[config.mk]
export PLATFORM = sky130hd
export DESIGN_NAME = screen_rect_overlap_select_unit
export DESIGN_NICKNAME = d
export VERILOG_FILES = /design/src/sv/srso_pkg.sv /design/src/sv/srso_scan.sv /design/src/sv/screen_rect_overlap_select_unit.sv
export VERILOG_INCLUDE_DIRS = /design/src /design/src/sv
export SDC_FILE = /design/constraint.sdc
export NUM_CORES = 2
export LEC_CHECK = 0
export BUFFER_PORTS_ARGS = -buffer_cell sky130_fd_sc_hd__buf_2
export CAP_MARGIN = 40
export CORE_ASPECT_RATIO = 0.75
export CORE_MARGIN = 5
export CORE_UTILIZATION = 55
export CTS_CLUSTER_SIZE = 25
export DETAILED_ROUTE_END_ITERATION = 6
export PLACE_DENSITY = 0.79
export SKIP_CTS_REPAIR_TIMING = 1
export SYNTH_ARGS = -nofsm -noshare
export SYNTH_HDL_FRONTEND = slang
export SYNTH_HIERARCHICAL = 1
export SYNTH_SLANG_ARGS = --single-unit
[constraint.sdc]
create_clock -name clock -period 10.85 [get_ports clock]
set_input_delay 2.17 -clock clock [delete_from_list [all_inputs] [get_ports clock]]
set_output_delay 2.17 -clock clock [all_outputs]
set_load 0.01 [all_outputs]
[src/sv/assert_macros.svh]
// Assertion helpers shared by the RTL. Every check is clocked on clock and
// is switched off while reset is high.
`ifndef ASSERT_MACROS_SVH
`define ASSERT_MACROS_SVH

// Checks that prop holds at every rising clock edge.
`define SRSO_ASSERT(label, prop, msg) \
   label: assert property (@(posedge clock) disable iff (reset) prop) \
      else $error(msg);

// Checks that post holds at the edge after one where pre held.
`define SRSO_ASSERT_NEXT(label, pre, post, msg) \
   label: assert property (@(posedge clock) disable iff (reset) (pre) |=> (post)) \
      else $error(msg);

`endif

[src/sv/srso_pkg.sv]
`timescale 1ns / 1ps

package srso_pkg;

   localparam int DEFAULT_MAX_SCREENS = 16;

   localparam int SEL_W      = 5;
   localparam int COORD_W    = 16;
   localparam int ENTRY_W    = 8;
   localparam int COUNT_W    = 5;
   localparam int DEFAULT_W  = 4;
   localparam int CSR_DATA_W = 5;
   localparam int REQ_DATA_W = 72;
   localparam int REQ_USER_W = 3;
   localparam int RSP_DATA_W = 72;

   localparam logic [SEL_W-1:0]     SEL_NONE             = '1;
   localparam logic [COUNT_W-1:0]   SCREEN_COUNT_RESET   = 5'd1;
   localparam logic [DEFAULT_W-1:0] DEFAULT_SCREEN_RESET = 4'd0;

   typedef enum logic [1:0] {
      REQ_WRITE    = 2'd0,
      REQ_WINDOW   = 2'd1,
      REQ_POINT    = 2'd2,
      REQ_GEOMETRY = 2'd3
   } req_kind_type;

   typedef enum logic {
      CSR_SCREEN_COUNT   = 1'b0,
      CSR_DEFAULT_SCREEN = 1'b1
   } csr_addr_type;

   typedef enum logic [1:0] {
      ST_IDLE,
      ST_SCAN,
      ST_DRAIN,
      ST_DONE
   } state_type;

   typedef struct packed {
      logic        [COORD_W-1:0] h;
      logic        [COORD_W-1:0] w;
      logic signed [COORD_W-1:0] y;
      logic signed [COORD_W-1:0] x;
   } rect_type;

   typedef struct packed {
      logic                      point_mode;
      logic signed [COORD_W-1:0] px;
      logic signed [COORD_W-1:0] py;
      logic        [COORD_W-1:0] sw;
      logic        [COORD_W-1:0] sh;
   } query_type;

   typedef struct packed {
      logic clear;
      logic entry_valid;
   } scan_ctl_type;

   typedef struct packed {
      logic busy;
      logic found;
   } scan_stat_type;

endpackage

[src/sv/srso_scan.sv]
`timescale 1ns / 1ps

module srso_scan #(
   parameter int IDX_W = 4
) (
   input  logic                    clock,
   input  logic                    reset,
   input  srso_pkg::scan_ctl_type  ctl,
   input  logic [IDX_W-1:0]        entry_index,
   input  srso_pkg::rect_type      entry,
   input  srso_pkg::query_type     query,
   output srso_pkg::scan_stat_type stat,
   output logic [IDX_W-1:0]        best_index
);

   import srso_pkg::*;

   localparam int END_W = COORD_W + 2;
   localparam int LEN_W = COORD_W + 3;

   logic signed [END_W-1:0] x_end, y_end, qx_end, qy_end;
   logic signed [END_W-1:0] hi_x, hi_y;
   logic signed [COORD_W-1:0] lo_x, lo_y;
   logic signed [LEN_W-1:0] len_x, len_y;
   logic pos_x, pos_y, inside_x, inside_y;

   logic                   s1_valid_ff, s1_ok_ff;
   logic [IDX_W-1:0]       s1_idx_ff;
   logic [COORD_W-1:0]     s1_iw_ff, s1_ih_ff;
   logic                   s2_valid_ff, s2_ok_ff;
   logic [IDX_W-1:0]       s2_idx_ff;
   logic [2*COORD_W-1:0]   s2_area_ff;
   logic                   found_ff;
   logic [IDX_W-1:0]       best_idx_ff;
   logic [2*COORD_W-1:0]   best_area_ff;
   logic                   take;

   always_comb begin
      x_end  = $signed(END_W'(entry.x)) + $signed({2'b00, entry.w});
      y_end  = $signed(END_W'(entry.y)) + $signed({2'b00, entry.h});
      qx_end = $signed(END_W'(query.px)) + $signed({2'b00, query.sw});
      qy_end = $signed(END_W'(query.py)) + $signed({2'b00, query.sh});
      lo_x   = (entry.x > query.px) ? entry.x : query.px;
      lo_y   = (entry.y > query.py) ? entry.y : query.py;
      hi_x   = (x_end < qx_end) ? x_end : qx_end;
      hi_y   = (y_end < qy_end) ? y_end : qy_end;
      len_x  = $signed(LEN_W'(hi_x)) - $signed(LEN_W'(lo_x));
      len_y  = $signed(LEN_W'(hi_y)) - $signed(LEN_W'(lo_y));
      pos_x  = (len_x > $signed(LEN_W'(0)));
      pos_y  = (len_y > $signed(LEN_W'(0)));
      inside_x = (query.px >= entry.x) && ($signed(END_W'(query.px)) < x_end);
      inside_y = (query.py >= entry.y) && ($signed(END_W'(query.py)) < y_end);
   end

   always_ff @(posedge clock) begin
      if (reset) begin
         s1_valid_ff <= 1'b0;
         s2_valid_ff <= 1'b0;
      end else begin
         s1_valid_ff <= ctl.entry_valid;
         s2_valid_ff <= s1_valid_ff;
      end
   end

   always_ff @(posedge clock) begin
      s1_idx_ff  <= entry_index;
      s1_ok_ff   <= query.point_mode ? (inside_x && inside_y) : (pos_x && pos_y);
      s1_iw_ff   <= len_x[COORD_W-1:0];
      s1_ih_ff   <= len_y[COORD_W-1:0];
      s2_idx_ff  <= s1_idx_ff;
      s2_ok_ff   <= s1_ok_ff;
      s2_area_ff <= s1_iw_ff * s1_ih_ff;
   end

   assign take = s2_valid_ff && s2_ok_ff &&
                 (!found_ff || (!query.point_mode && (s2_area_ff > best_area_ff)));

   always_ff @(posedge clock) begin
      if (reset) begin
         found_ff <= 1'b0;
      end else if (ctl.clear) begin
         found_ff <= 1'b0;
      end else if (take) begin
         found_ff <= 1'b1;
      end
   end

   always_ff @(posedge clock) begin
      if (take) begin
         best_idx_ff  <= s2_idx_ff;
         best_area_ff <= s2_area_ff;
      end
   end

   assign stat.busy   = s1_valid_ff || s2_valid_ff;
   assign stat.found  = found_ff;
   assign best_index  = best_idx_ff;

endmodule

[src/sv/screen_rect_overlap_select_unit.sv]
`timescale 1ns / 1ps
// Screen rectangle table with window-overlap, point and geometry lookups.
// Requests arrive on the req_ stream, one result per request leaves on the
// rsp_ stream, and two registers (screen count, default screen) are set
// through the csr_ write channel, which is always ready. It is to be used
// only while no request is in flight; the block does not enforce this.
// The table is a single-port synchronous memory with one entry per screen.
// Write requests, absent-window queries, geometry queries and queries made
// while the screen count is zero skip the scan and go from the transfer
// straight to the done state, which loads the output register.
// Other window and point queries read the table one entry per cycle through a
// three-stage overlap, multiply and compare pipeline that covers the n live
// screens (the screen count, capped at MAX_SCREENS), then wait for the
// pipeline to drain before they reach the done state.
// One request is in flight at a time; a new one is taken once the previous
// result sits in the output register, even if the receiver has not taken it.
// When the receiver stalls, the finished result waits in the work stage and
// the block holds off further requests.
// Reset clears the handshake state and sets the screen count to 1 and the
// default screen to 0; table contents are undefined until written.
`include "assert_macros.svh"

module screen_rect_overlap_select_unit #(
   parameter int MAX_SCREENS = srso_pkg::DEFAULT_MAX_SCREENS
) (
   input  logic                            clock,
   input  logic                            reset,
   input  logic                            req_tvalid,
   output logic                            req_tready,
   // entry_index, pos_x, pos_y, size_w, size_h
   input  logic [srso_pkg::REQ_DATA_W-1:0] req_tdata,
   // req_type, window_absent
   input  logic [srso_pkg::REQ_USER_W-1:0] req_tuser,
   output logic                            rsp_tvalid,
   input  logic                            rsp_tready,
   // screen_index, rect_x, rect_y, rect_w, rect_h, zero fill
   output logic [srso_pkg::RSP_DATA_W-1:0] rsp_tdata,
   input  logic                            csr_valid,
   output logic                            csr_ready,
   input  srso_pkg::csr_addr_type          csr_index,
   input  logic [srso_pkg::CSR_DATA_W-1:0] csr_data
);

   import srso_pkg::*;

   localparam int IDX_W = (MAX_SCREENS > 1) ? $clog2(MAX_SCREENS) : 1;
   localparam int CNT_W = $clog2(MAX_SCREENS + 1);
   localparam int NW    = (CNT_W > ENTRY_W) ? CNT_W : ENTRY_W;
   localparam logic [NW-1:0] MAX_N = NW'(MAX_SCREENS);

   rect_type mem [MAX_SCREENS];
   rect_type mem_rd_ff;

   logic [COUNT_W-1:0]   screen_count_ff;
   logic [DEFAULT_W-1:0] default_screen_ff;

   state_type     state_ff, state_in;
   req_kind_type  kind_ff, kind_in;
   query_type     query_ff;
   logic [NW-1:0] scan_cnt_ff, scan_cnt_in, scan_cnt_next;
   logic [SEL_W-1:0] pend_sel_ff, pend_sel_in;
   logic          use_scan_ff, use_scan_in;
   logic          geom_ok_ff, geom_ok_in;
   logic          rd_valid_ff;
   logic [IDX_W-1:0] rd_index_ff;
   logic          rsp_valid_ff;
   logic [RSP_DATA_W-1:0] rsp_data_ff;

   req_kind_type  in_kind;
   logic          in_absent;
   logic [ENTRY_W-1:0] in_index;
   rect_type      in_rect;
   logic          req_fire, rsp_load, scan_clear, scan_issue;
   logic [NW-1:0] count_ext, n_live, index_ext, geom_entry;
   logic          geom_ok, write_ok;
   logic          mem_we, mem_re;
   logic [IDX_W-1:0] mem_raddr;
   logic [SEL_W-1:0] res_sel;
   rect_type      res_rect;

   scan_ctl_type  scan_ctl;
   scan_stat_type scan_stat;
   logic [IDX_W-1:0] best_index;

   assign in_kind   = req_kind_type'(req_tuser[1:0]);
   assign in_absent = req_tuser[2];
   assign in_index  = req_tdata[ENTRY_W-1:0];
   assign in_rect   = req_tdata[ENTRY_W +: $bits(rect_type)];

   assign req_tready = (state_ff == ST_IDLE);
   assign req_fire   = req_tvalid && req_tready;
   assign csr_ready  = 1'b1;

   assign count_ext  = NW'(screen_count_ff);
   assign n_live     = (count_ext < MAX_N) ? count_ext : MAX_N;
   assign index_ext  = NW'(in_index);
   assign geom_entry = (index_ext < n_live) ? index_ext : NW'(default_screen_ff);
   assign geom_ok    = (geom_entry < MAX_N);
   assign write_ok   = (index_ext < MAX_N);

   assign scan_issue = (state_ff == ST_SCAN);
   assign mem_we     = req_fire && (in_kind == REQ_WRITE) && write_ok;
   assign mem_re     = scan_issue || (req_fire && (in_kind == REQ_GEOMETRY) && geom_ok);
   assign mem_raddr  = scan_issue ? scan_cnt_ff[IDX_W-1:0] : geom_entry[IDX_W-1:0];

   always_ff @(posedge clock) begin
      if (mem_we) begin
         mem[in_index[IDX_W-1:0]] <= in_rect;
      end
      if (mem_re) begin
         mem_rd_ff <= mem[mem_raddr];
      end
   end

   always_ff @(posedge clock) begin
      if (reset) begin
         screen_count_ff   <= SCREEN_COUNT_RESET;
         default_screen_ff <= DEFAULT_SCREEN_RESET;
      end else if (csr_valid && csr_ready) begin
         unique case (csr_index)
            CSR_SCREEN_COUNT:   screen_count_ff   <= csr_data[COUNT_W-1:0];
            CSR_DEFAULT_SCREEN: default_screen_ff <= csr_data[DEFAULT_W-1:0];
         endcase
      end
   end

   assign scan_cnt_next = scan_cnt_ff + NW'(1);

   always_comb begin
      state_in    = state_ff;
      kind_in     = kind_ff;
      scan_cnt_in = scan_cnt_ff;
      pend_sel_in = pend_sel_ff;
      use_scan_in = use_scan_ff;
      geom_ok_in  = geom_ok_ff;
      scan_clear  = 1'b0;
      rsp_load    = 1'b0;
      unique case (state_ff)
         ST_IDLE: begin
            if (req_fire) begin
               kind_in     = in_kind;
               pend_sel_in = SEL_NONE;
               use_scan_in = 1'b0;
               geom_ok_in  = 1'b0;
               state_in    = ST_DONE;
               unique case (in_kind)
                  REQ_WRITE: begin
                  end
                  REQ_WINDOW, REQ_POINT: begin
                     if ((in_kind == REQ_WINDOW) && in_absent) begin
                        pend_sel_in = {1'b0, default_screen_ff};
                     end else if (n_live != '0) begin
                        use_scan_in = 1'b1;
                        scan_clear  = 1'b1;
                        scan_cnt_in = '0;
                        state_in    = ST_SCAN;
                     end
                  end
                  REQ_GEOMETRY: begin
                     geom_ok_in = geom_ok;
                  end
               endcase
            end
         end
         ST_SCAN: begin
            scan_cnt_in = scan_cnt_next;
            if (scan_cnt_next == n_live) begin
               state_in = ST_DRAIN;
            end
         end
         ST_DRAIN: begin
            if (!rd_valid_ff && !scan_stat.busy) begin
               state_in = ST_DONE;
            end
         end
         ST_DONE: begin
            if (!rsp_valid_ff || rsp_tready) begin
               rsp_load = 1'b1;
               state_in = ST_IDLE;
            end
         end
      endcase
   end

   always_ff @(posedge clock) begin
      if (reset) begin
         state_ff    <= ST_IDLE;
         rd_valid_ff <= 1'b0;
      end else begin
         state_ff    <= state_in;
         rd_valid_ff <= scan_issue;
      end
   end

   always_ff @(posedge clock) begin
      kind_ff     <= kind_in;
      scan_cnt_ff <= scan_cnt_in;
      pend_sel_ff <= pend_sel_in;
      use_scan_ff <= use_scan_in;
      geom_ok_ff  <= geom_ok_in;
      rd_index_ff <= scan_cnt_ff[IDX_W-1:0];
      if (req_fire) begin
         query_ff.point_mode <= (in_kind == REQ_POINT);
         query_ff.px         <= in_rect.x;
         query_ff.py         <= in_rect.y;
         query_ff.sw         <= in_rect.w;
         query_ff.sh         <= in_rect.h;
      end
   end

   assign scan_ctl.clear       = scan_clear;
   assign scan_ctl.entry_valid = rd_valid_ff;

   srso_scan #(
      .IDX_W(IDX_W)
   ) u_scan (
      .clock      (clock),
      .reset      (reset),
      .ctl        (scan_ctl),
      .entry_index(rd_index_ff),
      .entry      (mem_rd_ff),
      .query      (query_ff),
      .stat       (scan_stat),
      .best_index (best_index)
   );

   always_comb begin
      if (use_scan_ff) begin
         res_sel = scan_stat.found ? SEL_W'(best_index) : SEL_NONE;
      end else begin
         res_sel = pend_sel_ff;
      end
      res_rect = ((kind_ff == REQ_GEOMETRY) && geom_ok_ff) ? mem_rd_ff : '0;
   end

   always_ff @(posedge clock) begin
      if (reset) begin
         rsp_valid_ff <= 1'b0;
      end else if (rsp_load) begin
         rsp_valid_ff <= 1'b1;
      end else if (rsp_tready) begin
         rsp_valid_ff <= 1'b0;
      end
   end

   always_ff @(posedge clock) begin
      if (rsp_load) begin
         rsp_data_ff <= RSP_DATA_W'({res_rect, res_sel});
      end
   end

   assign rsp_tvalid = rsp_valid_ff;
   assign rsp_tdata  = rsp_data_ff;

   `SRSO_ASSERT(a_scan_in_range, (state_ff == ST_SCAN) |-> (scan_cnt_ff < n_live), "scan address past live count")
   `SRSO_ASSERT(a_done_drained, (state_ff == ST_DONE) |-> (!rd_valid_ff && !scan_stat.busy), "result taken before scan drained")
   `SRSO_ASSERT_NEXT(a_stall_holds, (state_ff == ST_DONE) && rsp_valid_ff && !rsp_tready, state_ff == ST_DONE, "result dropped while output stalled")
   `SRSO_ASSERT_NEXT(a_transfer_busy, req_tvalid && req_tready, state_ff != ST_IDLE, "request transfer did not start work")

endmodule
Word level (Yosys, flattened, before mapping)
Memories as Yosys holds them, arrays and structs flattened. A register that Yosys moved wholly into a read port is not among the register bits.
Cells that the tools add are included.
- add/subtract/negate cells: 7
- $mul: 1
- magnitude comparators: 15
- equality and inequality tests: 15
- mux-type cells: 35
- bitwise operators: 1
- reductions and logical operators: 37
- operator list (operator ; count):
    $add A16 B17 Y18 ; 4
    $mux W8 ; 5
    $gt A19 B1 Y1 const B ; 2
    $sub A18 B16 Y19 ; 2
    $lt A16 B18 Y1 ; 2
    $lt A18 B18 Y1 ; 2
    $mux W18 ; 2
    $ge A16 B16 Y1 ; 2
    $gt A16 B16 Y1 ; 2
    $gt A32 B32 Y1 ; 1
    $mul A16 B16 Y32 ; 1
    $mux W16 ; 2
    $mux W5 ; 4
    $lt A8 B5 Y1 const B ; 2
    $pmux W8 S2 ; 1
    $logic_and A1 B1 Y1 ; 15
    $mux W2 ; 7
    $mux W1 ; 12
    $eq A2 B2 Y1 const B ; 5
    $add A8 B1 Y8 const B ; 1
    $eq A8 B5 Y1 ; 1
    $lt A8 B5 Y1 ; 1
    $ne A2 B1 Y1 const B ; 4
    $pmux W2 S4 ; 1
    14 further kinds ; 30
- register bits: 281
- bits in writable memories: 1024
- input port bits: 86
- output and inout port bits: 75
- memories kept: 1
- memory list (memory ; depth ; bits a word ; rd ports ; clocked after memory_dff ; write ports ; line ; source):
    mem ; 16 ; 64 ; 1 ; 1 ; 1 ; screen_rect_overlap_select_unit.sv:51 ; rect_type mem [MAX_SCREENS];

Depth between registers and ports, before layout
- depth in word-level cells: 9
- gate-level depth with buffers: 35
- depth with buffers taken out: 34

By module
Netlist, hierarchy kept.
- by module, submodules not included (module ; instances ; cells each ; area an instance (µm²) ; seq. area each (µm²)):
    screen_rect_overlap_select_unit ; 1 ; 3418 ; 50627.3 ; 37546.0
    srso_scan ; 1 ; 2207 ; 19546.2 ; 2622.5

Least setup slack after synthesis
Ideal clock, no wire load.
- path kind: input port to flip-flop
- from: input port req_tdata[7] (netlist name)
- to: memory mem[0][0] (netlist name) (enable)
- setup time: 0.565 ns
- arrival time: 7.998 ns
- slack: 2.286 ns
- cell stages on the path: 4
- path buffers: 0
- cell sequence: or3_1 nor4b_1 or3b_2 nor3_1
- word-level cells in the longest chain between the ends: 4
- RTL lines (element ; line ; source):
    from (decl) ; screen_rect_overlap_select_unit.sv:31 ; input logic [srso_pkg::REQ_DATA_W-1:0] req_tdata,
    $lt A8 B5 Y1 ; screen_rect_overlap_select_unit.sv:99 ; assign write_ok = (index_ext < MAX_N);
    $logic_and A1 B1 Y1 ; screen_rect_overlap_select_unit.sv:102 ; assign mem_we = req_fire && (in_kind == REQ_WRITE) && write_ok;
    $mux W1 ; screen_rect_overlap_select_unit.sv:107 ; if (mem_we) begin
    $mux W1 (not written as such) ; screen_rect_overlap_select_unit.sv:108 ; mem[in_index[IDX_W-1:0]] <= in_rect;
    to (decl) ; screen_rect_overlap_select_unit.sv:51 ;
No other way between the ends.

Final worst setup path
- from: register mem_rd_ff[0] (netlist name)
- to: register u_scan.s1_ok_ff
- word-level cells in the longest chain between the ends: 7
- elaborated cells on any way between the ends: 13
- classes of those cells: add/sub: 2; order compare: 5; mux: 3; reduce/logical: 3
- RTL lines (element ; line ; source):
    $add A16 B17 Y18 ; srso_scan.sv:39 ; x_end = $signed(END_W'(entry.x)) + $signed({2'b00, entry.w});
    $lt A18 B18 Y1 ; srso_scan.sv:45 ; hi_x = (x_end < qx_end) ? x_end : qx_end;
    $mux W18 ; srso_scan.sv:45 ;
    $sub A18 B16 Y19 (*) ; srso_scan.sv:47 ; len_x = $signed(LEN_W'(hi_x)) - $signed(LEN_W'(lo_x));
    named net u_scan.len_x[12] ; srso_scan.sv:24 ; logic signed [LEN_W-1:0] len_x, len_y;
    $gt A19 B1 Y1 (*) ; srso_scan.sv:49 ; pos_x = (len_x > $signed(LEN_W'(0)));
    $logic_and A1 B1 Y1 (*) ; srso_scan.sv:67 ; s1_ok_ff <= query.point_mode ? (inside_x && inside_y) : (pos_x && pos_y);
    $mux W1 (*) ; srso_scan.sv:67 ;
    to (signal assigned) ; srso_scan.sv:67 ;
    to (decl) ; srso_scan.sv:27 ; logic s1_valid_ff, s1_ok_ff;
Mark *: on every way through the listed nets, which the timed path passes. The rest lies on a longest branch.
A chain may end at the register's enable or synchronous reset.

==> impl_metrics.env <==
export IMPL_drc=2
export IMPL_r2r_cells=32
export IMPL_r2r_start="mem_rd_ff[0]"
export IMPL_viasPerCell=6.55
export IMPL_hold_viol_final=0
export IMPL_grt_max_degree=183
export IMPL_drt_initial_drc_count=6704
export IMPL_violations="design-rule violations"
export IMPL_syn_inst=5625
export IMPL_htree_levels=4
export IMPL_crit_required_ns=11.48
export IMPL_tightest_slew_ns=0.968
export IMPL_numCtsBuffers=132
export IMPL_synth_warnings=6
export IMPL_dpl_hpwl_um=131000
export IMPL_antenna_found_initial=40
export IMPL_final_antenna_net_count=0
export IMPL_avgRoutedWirePerCell_um=27.4
export IMPL_rr_endpoint="u_scan/s1_ok_ff"
export IMPL_synth_cell_types=90
export IMPL_fillers=9333
export IMPL_place_gp_congestion=0.984
export IMPL_die_area_um2=135000
export IMPL_drive_gt1_frac=0.0895
export IMPL_fin_nets=6279
export IMPL_io_buffers=156
export IMPL_seq_area_frac_synth=0.572
export IMPL_rsz0062_at_grt="false"
export IMPL_synth_ff_type="edfxtp_1"
export IMPL_root_buffer="clkbuf_16"
export IMPL_num_rows=113
export IMPL_area_delta_synth_final_pct=10.0
export IMPL_finalSetupViolCount=0
export IMPL_multi_input_area_um2=26500
export IMPL_hold_depth=0
export IMPL_synth_seq_cells=1369
export IMPL_min_path_type="register to register"
export IMPL_cp_arrival_ns=9.36
export IMPL_r2r_slack_ns=2.12
export IMPL_initial_utilization=0.554
export IMPL_worstSetupPathType="register to register"
export IMPL_cpPeakStageDelay_ns=0.65
export IMPL_grtUsageTotal=0.296
export IMPL_max_clock_path_buffers=3
export IMPL_firstDrtPassIters=7
export IMPL_die_h_um=319
export IMPL_outcome="complete, but fails checks"
export IMPL_hold_path_startpoint="u_scan/s1_idx_ff[1]"
export IMPL_endpoint_kind="register"
export IMPL_maxCapViolCount=0
export IMPL_die_w_um=422
export IMPL_drv_slew=0
export IMPL_path_max_fanout=17
export IMPL_cp_start_kind="register"
export IMPL_crit_buf_inv=2
export IMPL_fin_crit_ns=8.73
export IMPL_io_pins=161
export IMPL_finalCritPeriodShare=0.805
export IMPL_skew_ns=0.0568
export IMPL_slowest_stage="a31oi_4"
export IMPL_critical_path_top_delay_family="compound AO/OA/AOI/OAI gates"
export IMPL_path_clk_slew_ns=0.07
export IMPL_synth_avg_cell_area_um2=12.5
export IMPL_grt_pass1_wl_um=300000
export IMPL_core_region_area_um2=127000
export IMPL_synth_edff_count=1275
export IMPL_worstHoldEndpoint="u_scan/s2_idx_ff[1]"
export IMPL_synth_area_um2=70200
export IMPL_gr_total_overflow=0
export IMPL_clkSinkCount=1369
export IMPL_fmax_mhz=115
export IMPL_fin_setup_tns_ns=0
export IMPL_cts_tree="done"
export IMPL_vias=48700
export IMPL_grt_pass1_vias=46483
export IMPL_synthArstFlopShare=0
export IMPL_wirelength_um=203000
export IMPL_cpMostUsedCell="ha_1"
export IMPL_seq_area_um2=40200
export IMPL_slew_headroom=0.345
export IMPL_worstSkewPairLatency_ns=0.80
state kept, by name, indices dropped and copies added (netlist names), 8 cells and up:
name and flops:
rsp_tdata 69, u_scan/s1_ih_ff 16, query_ff 65, u_scan/best_area_ff 32, u_scan/s2_area_ff 32, mem 1024, u_scan/s1_iw_ff 16, mem_rd_ff 64
scan_cnt_ff 8
placed cells by master (no fill, tap or decap), drive strengths merged, types with 64 or more instances in the layout:
cell,netlist,final
nand2,405,405
a221oi,134,134
mux2i,64,64
edfxtp,1275,1275
buf,107,241
a211oi,149,149
and2,301,301
a31oi,200,200
xnor2,76,76
and4,131,131
dfxtp,94,94
clkinv,1,65
a211o,70,70
fa,200,200
o311ai,128,128
o22ai,68,68
clkbuf,247,153
nor2,105,105
o21ai,78,78
inv,596,604
a22oi,65,65
ha,345,345
a21oi,313,313
area by class of cell:
cell class / count / share of cell area
Clock buffer: 153 / 0.0443
Clock inverter: 87 / 0.0124
Antenna cell: 14 / 0.000454
Sequential cell: 1369 / 0.520
Multi-Input combinational cell: 3307 / 0.343
Inverter: 597 / 0.0290
Timing Repair Buffer: 241 / 0.0229
Tap cell: 1667 / 0.0270
worst max path at each step:
stage / startpoint / endpoint / cells after the start
4_1_cts: mem_rd_ff[0] / u_scan/s1_ok_ff / 32
2_1_floorplan: req_tdata[7] / mem[0][0] / 4
6_report: mem_rd_ff[0] / u_scan/s1_ok_ff / 32
3_5_place_dp: mem_rd_ff[0] / u_scan/s1_ok_ff / 32
3_3_place_gp: mem_rd_ff[0] / u_scan/s1_ok_ff / 32
5_1_grt: mem_rd_ff[0] / u_scan/s1_ok_ff / 32
synthesized netlist by cell type (94+ instances only):
library cell,count,share of area
clkbuf_1,247,0.013
fa_1,200,0.057
o311ai_0,122,0.015
inv_1,596,0.032
nand2_1,405,0.022
a31oi_1,199,0.018
a221oi_1,133,0.017
edfxtp_1,1275,0.55
a211oi_1,147,0.016
nor2_1,105,0.0056
ha_1,345,0.062
dfxtp_1,94,0.027
and4_1,131,0.016
a21oi_1,311,0.022
and2_1,301,0.027
kinds of logic (layout without fill, tap and decap cells):
kind of cell | after synthesis | in the layout | share of synthesized area
AO/OA/AOI/OAI | 1410 | 1410 | 0.140
flip-flops | 1369 | 1369 | 0.572
AND/OR/NAND/NOR | 1148 | 1148 | 0.0881
buffers and inverters | 951 | 1078 | 0.0535
adder cells (fa/ha/maj) | 551 | 551 | 0.119
XOR/XNOR | 122 | 122 | 0.0154
multiplexers | 72 | 72 | 0.0106
other | 2 | 18 | 0.000107
per-stage QoR:
| step | worst slack [ns] | cell area (um2) | hold slack [ns] | utilization | instances |
|---|---|---|---|---|---|
| detailed placement | 2.42 | 72800 | 0.312 | 0.574 | 7181 |
| global placement | 2.57 | 72400 | 0.312 | 0.571 | 7165 |
| CTS | 2.36 | 77200 | 0.326 | 0.609 | 7421 |
| floorplan | 2.29 | 70200 | 0.310 | - | 5627 |
| global route | 1.80 | 77200 | 0.344 | 0.609 | 7424 |
| finish | 2.12 | 77200 | 0.324 | 0.609 | 7435 |
layer usage:
layer | global-route usage | vias up | wire length (um)
met3 | 0.0905 | 527 | 27100
met4 | 0.120 | 24 | 8890
li1 | - | 20982 | -
met5 | 0 | - | 174
met2 | 0.435 | 3220 | 88100
met1 | 0.414 | 23947 | 79300
Power is not shown: default switching activity piles up to over one toggle a cycle in this logic, so the estimate is an artifact.
